==> src/rtl/sfdl_pkg.sv <==
// Shared types and constants for the smoothed fractional delay line.
`timescale 1ns / 1ps
`default_nettype none

package sfdl_pkg;

	localparam int NUM_CH     = 2;
	localparam int FRAC_W     = 16;
	localparam int ROUND_HALF = 32768;

	typedef logic [31:0] delay_t;
	typedef logic [16:0] len_t;
	typedef logic [15:0] idx_t;
	typedef logic [15:0] frac_t;
	typedef logic [15:0] maxd_t;
	typedef logic [16:0] rate_t;
	typedef logic [1:0]  cfg_idx_t;
	typedef logic [16:0] cfg_data_t;

	localparam rate_t RATE_ONE = 17'h10000;

	// configuration register indexes
	localparam cfg_idx_t REG_MAX_DELAY = 2'd0;
	localparam cfg_idx_t REG_RATE      = 2'd1;
	localparam cfg_idx_t REG_SMOOTH_EN = 2'd2;

	// reset values of the configuration registers
	localparam maxd_t RST_MAX_DELAY = 16'hFFFF;
	localparam rate_t RST_RATE      = 17'h10000;

	// where an interpolation tap takes its sample from
	typedef logic [1:0] src_t;
	localparam src_t SRC_ZERO = 2'd0;
	localparam src_t SRC_MEM  = 2'd1;
	localparam src_t SRC_NEW  = 2'd2;

	// one strobe for the frame acceptance and for each step before the output load
	typedef struct packed {
		logic accept;
		logic mul;
		logic upd;
		logic pos;
		logic wrap;
		logic rd;
		logic dif;
		logic mac;
	} sfdl_stage_t;

	// read and write command from the delay control to every lane
	typedef struct packed {
		idx_t  wr_idx;
		idx_t  idx_a;
		idx_t  idx_b;
		src_t  src_a;
		src_t  src_b;
		frac_t frac;
	} sfdl_rd_t;

endpackage

`default_nettype wire

==> src/rtl/sfdl_delay_ctl.sv <==
// Delay smoother, clamp, read position and write pointer for all lanes.
`timescale 1ns / 1ps
`default_nettype none

module sfdl_delay_ctl #(
	parameter int STORE_DEPTH = 65536
) (
	input  wire                  clk,
	input  wire                  arst_n,
	input  wire sfdl_pkg::sfdl_stage_t stg,
	input  wire  [31:0]          target,
	input  wire                  last,
	input  wire  [15:0]          max_delay,
	input  wire  [16:0]          rate,
	input  wire                  smooth_en,
	output sfdl_pkg::sfdl_rd_t   rd
);

	localparam sfdl_pkg::len_t LEN_CAP = (STORE_DEPTH > 65536) ?
		sfdl_pkg::len_t'(65536) : sfdl_pkg::len_t'(STORE_DEPTH);

	// control state
	sfdl_pkg::delay_t smoothed_q;
	logic             primed_q;
	sfdl_pkg::idx_t   wp_q;
	sfdl_pkg::len_t   fill_q;

	// frame pipeline
	sfdl_pkg::delay_t target_q;
	logic             last_q;
	sfdl_pkg::delay_t base_s1;
	sfdl_pkg::delay_t mag_s1;
	logic             up_s1;
	logic [48:0]      prod_s2;
	sfdl_pkg::delay_t d_s3;
	sfdl_pkg::len_t   len_s3;
	sfdl_pkg::idx_t   wp_s3;
	logic [34:0]      pos_s4;
	sfdl_pkg::idx_t   i1_s5;
	sfdl_pkg::frac_t  frac_s5;

	sfdl_pkg::delay_t s_eff;
	logic             up_in;
	sfdl_pkg::delay_t mag_in;
	sfdl_pkg::rate_t  rate_sat;
	sfdl_pkg::delay_t delta;
	sfdl_pkg::delay_t s_new;
	sfdl_pkg::delay_t d_raw;
	sfdl_pkg::delay_t maxq;
	sfdl_pkg::delay_t d_cl;
	sfdl_pkg::len_t   len_raw;
	sfdl_pkg::len_t   len_c;
	sfdl_pkg::idx_t   wp_eff;
	logic [17:0]      pos_base;
	logic [34:0]      pos_full;
	logic [17:0]      pos_hi;
	sfdl_pkg::idx_t   i1_c;
	sfdl_pkg::len_t   i1_inc;
	sfdl_pkg::idx_t   i2_c;
	sfdl_pkg::len_t   wp_inc;

	function automatic sfdl_pkg::src_t pick_src(input sfdl_pkg::idx_t idx,
			input sfdl_pkg::idx_t wr, input sfdl_pkg::len_t fill);
		if (idx == wr) begin
			return sfdl_pkg::SRC_NEW;
		end else if ({1'b0, idx} < fill) begin
			return sfdl_pkg::SRC_MEM;
		end else begin
			return sfdl_pkg::SRC_ZERO;
		end
	endfunction

	always_comb begin
		// first frame after reset starts the smoother at the target
		s_eff    = primed_q ? smoothed_q : target;
		up_in    = (target >= s_eff);
		mag_in   = up_in ? (target - s_eff) : (s_eff - target);
		rate_sat = (rate > sfdl_pkg::RATE_ONE) ? sfdl_pkg::RATE_ONE : rate;

		delta = prod_s2[47:16];
		s_new = up_s1 ? (base_s1 + delta) : (base_s1 - delta);
		d_raw = smooth_en ? s_new : target_q;
		maxq  = {max_delay, 16'h0000};
		d_cl  = (d_raw > maxq) ? maxq : d_raw;

		len_raw = {1'b0, max_delay} + 17'd1;
		len_c   = (len_raw > LEN_CAP) ? LEN_CAP : len_raw;
		wp_eff  = ({1'b0, wp_q} >= len_c) ? '0 : wp_q;

		pos_base = {2'b00, wp_s3} + {1'b0, len_s3};
		pos_full = {1'b0, pos_base, 16'h0000} - {3'b000, d_s3};

		// a borrow wraps the position far out of range: it then reads entry zero
		pos_hi = pos_s4[33:16];
		if (pos_s4[34]) begin
			i1_c = '0;
		end else if (pos_hi >= {1'b0, len_s3}) begin
			i1_c = sfdl_pkg::idx_t'(pos_hi - {1'b0, len_s3});
		end else begin
			i1_c = sfdl_pkg::idx_t'(pos_hi);
		end

		i1_inc = {1'b0, i1_s5} + 17'd1;
		i2_c   = (i1_inc == len_s3) ? '0 : i1_inc[15:0];
		wp_inc = {1'b0, wp_s3} + 17'd1;
	end

	always_ff @(posedge clk) begin
		if (stg.accept) begin
			target_q <= target;
			last_q   <= last;
			base_s1  <= s_eff;
			mag_s1   <= mag_in;
			up_s1    <= up_in;
		end
		if (stg.mul) begin
			prod_s2 <= 49'(mag_s1 * rate_sat) + 49'(sfdl_pkg::ROUND_HALF);
		end
		if (stg.upd) begin
			d_s3   <= d_cl;
			len_s3 <= len_c;
			wp_s3  <= wp_eff;
		end
		if (stg.pos) begin
			pos_s4 <= pos_full;
		end
		if (stg.wrap) begin
			i1_s5   <= i1_c;
			frac_s5 <= pos_s4[15:0];
		end
	end

	always_ff @(posedge clk or negedge arst_n) begin
		if (!arst_n) begin
			smoothed_q <= '0;
			primed_q   <= 1'b0;
			wp_q       <= '0;
			fill_q     <= '0;
		end else begin
			if (stg.upd) begin
				primed_q <= 1'b1;
				if (last_q) begin
					smoothed_q <= d_cl;
				end else if (smooth_en) begin
					smoothed_q <= s_new;
				end
			end
			if (stg.rd) begin
				wp_q <= (wp_inc == len_s3) ? '0 : wp_inc[15:0];
				// writes fill the store from entry zero upward
				if ({1'b0, wp_s3} == fill_q) begin
					fill_q <= fill_q + 17'd1;
				end
			end
		end
	end

	always_comb begin
		rd.wr_idx = wp_s3;
		rd.idx_a  = i1_s5;
		rd.idx_b  = i2_c;
		rd.src_a  = pick_src(i1_s5, wp_s3, fill_q);
		rd.src_b  = pick_src(i2_c, wp_s3, fill_q);
		rd.frac   = frac_s5;
	end

endmodule

`default_nettype wire

==> config.mk <==
export PLATFORM = sky130hd
export DESIGN_NAME = sfdl_delay_ctl
export DESIGN_NICKNAME = d
export VERILOG_FILES = /design/src/rtl/sfdl_pkg.sv /design/src/rtl/sfdl_delay_ctl.sv
export SDC_FILE = /design/constraint.sdc
export NUM_CORES = 2
export LEC_CHECK = 0
export ABC_AREA = 0
export BUFFER_PORTS_ARGS = -buffer_cell sky130_fd_sc_hd__buf_2
export CAP_MARGIN = 20
export CORE_ASPECT_RATIO = 1.2
export CORE_MARGIN = 3
export CORE_UTILIZATION = 30
export CTS_CLUSTER_DIAMETER = 40
export DETAILED_ROUTE_END_ITERATION = 16
export PLACE_DENSITY = 0.42
export SETUP_SLACK_MARGIN = 0.3
export SYNTH_ARGS = -nofsm -noshare
export SYNTH_HDL_FRONTEND = slang
export SYNTH_SLANG_ARGS = --single-unit
==> constraint.sdc <==
create_clock -name clk -period 20.4 [get_ports clk]
set_input_delay 3.06 -clock clk [delete_from_list [all_inputs] [get_ports clk]]
set_output_delay 3.06 -clock clk [all_outputs]
set_load 0.01 [all_outputs]
* Word level (Yosys, flattened, before mapping)
Index checks and enable logic that the tools add are counted.
** Cells by class
- $add $sub $neg :: 12
- Multiply operators :: 1
- Order comparisons :: 8
- Equal/unequal tests :: 5
- Multiplexer cells :: 16
- Reduce and logical (&&, ||, !) cells :: 3
** Operators by type and width (count)
- 32-bit 2-to-1 mux :: 7
- 32-bit subtractor :: 3
- 16-bit by 1-bit adder with 17-bit output (second input constant) :: 3
- 48-bit by 16-bit adder with 48-bit output (second input constant) :: 1
- 32-bit by 17-bit multiplier with 48-bit output :: 1
- 16-bit 2-to-1 mux :: 3
- 34-bit by 32-bit subtractor with 35-bit output :: 1
- 17-bit == test :: 2
- 17-bit > comparator (second input constant) :: 2
- 16-bit by 17-bit < comparator with 1-bit output :: 2
- 17-bit 2-to-1 mux :: 2
- 32-bit adder :: 1
- 16-bit == test :: 2
- 32-bit >= comparator :: 1
- 32-bit > comparator :: 1
- 16-bit by 17-bit adder with 18-bit output :: 1
- 18-bit by 17-bit >= comparator with 1-bit output :: 1
- 17-bit by 1-bit adder with 17-bit output (second input constant) :: 1
- 16-bit by 17-bit == test with 1-bit output :: 1
- 16-bit by 17-bit >= comparator with 1-bit output :: 1
- 16-bit subtractor :: 1
- 2-bit 2-to-1 mux :: 2
- 2-bit AND reduction :: 2
- 1-bit 2-to-1 mux :: 2
- 2-bit nonzero test :: 1
** Storage, ports and cells
- Register bits :: 344
- Bits of input ports :: 77
- Output and inout bits :: 68
- Logic and storage cells :: 61

* Depth between registers and ports, before layout
- Word-level depth :: 6
- Mapped depth :: 33
- Mapped depth without buffers :: 29

* Worst setup path after synthesis
OpenSTA, ideal clock, no wires.
- Kind :: input to register
- Start point :: in rate[8]
- End point :: reg prod_s2[44], data pin
- Setup time :: 0.262 ns
- Arrival :: 9.401 ns
- Required time :: 20.138 ns
- Slack :: 10.737 ns
- Stages :: 26
- Buffers on the path :: 1
- Cells stage by stage :: nor4_1 a41oi_1 nor2b_1 clkbuf_1 nand2_1 fa_1 inv_1 fa_1 inv_1 fa_1 inv_1 fa_1 fa_1 inv_1 fa_1 inv_1 ha_1 a21o_1 a21o_1 a21oi_1 o22ai_1 a211oi_1 o21ai_1 a31oi_1 mux2i_1 nand3_1
** Between the ends
- Word-level cells in the longest chain between the ends :: 4
** Ends and longest elaborated chain
- from (decl) :: line sfdl_delay_ctl.sv:14 : input wire [16:0] rate,
- 17-bit > comparator :: line sfdl_delay_ctl.sv:78 : rate_sat = (rate > sfdl_pkg::RATE_ONE) ? sfdl_pkg::RATE_ONE : rate;
- 17-bit 2-to-1 mux * :: line sfdl_delay_ctl.sv:78
- 32-bit by 17-bit multiplier with 48-bit output * :: line sfdl_delay_ctl.sv:117 : prod_s2 <= 49'(mag_s1 * rate_sat) + 49'(sfdl_pkg::ROUND_HALF);
- 48-bit by 16-bit adder with 48-bit output * :: line sfdl_delay_ctl.sv:117
- to (signal assigned) :: line sfdl_delay_ctl.sv:117
- to (decl) :: line sfdl_delay_ctl.sv:34 : logic [48:0] prod_s2;
Mark *: on every way between the ends. The rest lies on a longest branch, timed or not.
A chain may end at the register's enable or synchronous reset.

* Worst setup path after layout
- Start point :: in rate[16]
- End point :: reg prod_s2[44], data pin
The elaborated chain is that of the path after synthesis.

==> impl_metrics.py <==
metrics = {
    "detailed_routing": {
        "ant_nets": 0,
        "firstDrtPassIters": 7,
        "viasPerCell": 5.04,
        "drtIter0Drc": 1687,
        "dr_total_vias": 32636,
        "routedWlPerCell_microns": 21.9,
        "drc_errors": 0,
        "wl_mm": 142,
    },
    "worst_hold_path": {
        "hold_class": "reg2reg",
        "hp-start": "pos_s4[8]",
        "holdPathEnd": "frac_s5[8]",
        "hold_depth": 0,
    },
    "yosys": {
        "yosys_warnings": 0,
        "synth_area_sq_um": 41700,
        "synth.most_common_cell": "inv_1",
        "synthFlopType": "edfxtp_1",
        "synth_edf_count": 262,
        "async_reset_ff_frac": 0.201,
        "ys_seq_area_frac": 0.228,
        "synth.distinct_cells": 99,
        "syn_nets": 5433,
        "syn_inst": 4550,
        "synth-seq-cells": 328,
        "synth_top_area_cell": "fa_1",
        "synth_common_cells": "664 x inv_1, 453 x fa_1, 444 x nand2_1",
        "synth.area.top_cells": "fa_1 22%, edfxtp_1 19%, ha_1 11%",
        "synth.avg_cell_area_sq_um": 9.17,
        "synth_top_area_frac": 0.217,
    },
    "sta": {
        "setup_viol": 0,
        "fmaxAchievable_mhz": 92.2,
        "layout_min_cycle_time_ps": 10840,
        "drv_slew": 0,
        "post-route-period-util": 0.531,
        "max_slew_margin": 0.239,
        "tightest_slew_ps": 1130,
        "rsz0062_at_grt": "false",
        "fin_skew_ps": 21.6,
        "finalSetupTns_ps": 0,
        "final_hold_viol_count": 0,
    },
    "clock_tree": {
        "cts_setup_buffers": 0,
        "cts.repair.resized": 0,
        "clk_path_buf_depth": 3,
        "cts_made_buffers": 75,
        "root_buffer": "clkbuf_16",
        "cts_tree": "done",
        "clock_sinks": 328,
        "worstSkewPairLatency_ps": 610,
        "hold_buffers": 0,
        "clkSlewWorstSetupHoldPaths_ps": 50,
        "cts.htree.levels": 3,
    },
    "global_routing": {
        "grt_remaining_overflow": 0,
        "grtUsageTotal": 0.197,
        "grt_pass1_wl_mm": 215,
        "grt_max_degree": 75,
        "grt_pass1_vias": 34005,
        "antenna_found_initial": 12,
    },
    "placement": {
        "numPortBuffers": 142,
        "globalplace.congestion": 0.865,
        "hpwl_mm": 109,
    },
    "floorplan": {
        "fp-row-count": 149,
        "start_util": 0.303,
        "io_pins": 145,
        "die_h_microns": 415,
        "core_sq_um": 138000,
        "die_w_microns": 347,
        "die_area_sq_um": 144000,
    },
    "worst_setup_path": {
        "reg2regPathDepth": 29,
        "crit_top_cell": "fa_1",
        "slowest_delay_ps": 680,
        "timing.rr.start": "prod_s2[24]",
        "arrival_ps": 11200,
        "cp_slowest_cell": "a41oi_1",
        "start_kind": "input pin",
        "cp_max_fo": 45,
        "rrSetupSlack_ps": 11500,
        "cp.required_ps": 20760,
        "critPathCaptureType": "flip-flop",
        "reg2reg_to": "smoothed_q[28]",
        "criticalPathCategory": "in2reg",
    },
    "finish": {
        "layout-drive-gt1-share": 0.0834,
        "fin_nets": 5487,
        "areaGrowthSynthToFinish_pct": 12.5,
    },
    "outcome": {
        "outcome": "finished clean",
    },
    "job": {
        "max_cap_violations": 0,
    },
}
==> final cells by class <==
type / instances / area [sq um]
Timing Repair Buffer: 190 / 1080
Sequential cell: 328 / 9520
Clock inverter: 54 / 674
Antenna cell: 4 / 10.0
Multi-Input combinational cell: 3344 / 29000
Inverter: 665 / 2500
Fill cell: 14285 / 90800
Clock buffer: 83 / 1940
Tap cell: 1812 / 2270
==> layer usage <==
metal / wire [microns] / vias to the layer above / GRT usage
met1: 57300 / 16447 / 0.234
met5: 20 / - / 0
li1: - / 15295 / -
met2: 75700 / 698 / 0.373
met4: 3780 / 2 / 0.0529
met3: 5300 / 194 / 0.0205
==> per-stage QoR <==
step           hold slack (ps)  setup slack, ps  utilization  instance area (sq um)  instances
2_1_floorplan              400            10740            -                  41700       4550
3_3_place_gp               406             8240        0.322                  44300       6337
3_5_place_dp               405             8860        0.322                  44300       6339
4_1_cts                    417             9520        0.341                  47000       6476
5_1_grt                    421             9200        0.341                  47000       6476
6_report                   416             9560        0.341                  47000       6480
==> flip-flops by register name (all words and copies together), names as in the netlist <==
name / cells
target_q: 32
prod_s2: 32
base_s1: 32
fill_q: 17
pos_s4: 35
up_s1: 1
smoothed_q: 32
primed_q: 1
i1_s5: 16
wp_s3: 16
wp_q: 16
frac_s5: 16
mag_s1: 32
len_s3: 17
last_q: 1
d_s3: 32
==> worst max path at each step <==
stage / startpoint / to / slack (ps) / cells after the start
after global routing: rate[16] / prod_s2[44] / 9200 / 27
final: rate[16] / prod_s2[44] / 9560 / 27
after CTS: rate[16] / prod_s2[44] / 9520 / 27
after detailed placement: rate[16] / prod_s2[44] / 8860 / 27
after global placement: rate[16] / prod_s2[44] / 8240 / 26
after floorplan: rate[8] / prod_s2[44] / 10740 / 26
==> cell families (layout without fill, tap and decap cells) <==
family          count (synthesis)  after routing  share of synthesized area
flops                         328            328                      0.228
mux                            39             39                    0.00983
simple gates                 1406           1406                      0.168
other cells                     0              4                          0
fa+ha+maj                     806            806                      0.323
compound gates                791            791                      0.126
xor+xnor                      302            302                     0.0644
buf+inv                       878            992                     0.0800
==> cells in the final DEF (no fill, tap or decap), types with 27 or more instances in the layout <==
master and count:
xnor2_1 204, dfrtp_1 65, nand2_1 444, and2_1 294
buf_4 50, nor2b_1 45, clkbuf_16 76, inv_1 664
nor3_1 81, o21bai_1 27, ha_1 353, xor2_1 95
a21oi_1 212, o21a_1 68, nand4_1 53, a21o_1 82
buf_2 140, o21ai_0 126, fa_1 453, edfxtp_1 262
nand3_1 72, nor2_1 239, nor4_1 42, a31oi_1 33
o22ai_1 30
==> critical path, delay by kind of cell <==
kind / cells / cell delay, ps
muxes: 1 / 250
adders and majority gates: 7 / 3250
buffers and inverters: 7 / 1370
and+or+nand+nor: 4 / 580
AOI/OAI and AO/OA: 8 / 2640
Power is not shown: default switching activity piles up to over one toggle a cycle in this logic, so the estimate is an artifact.
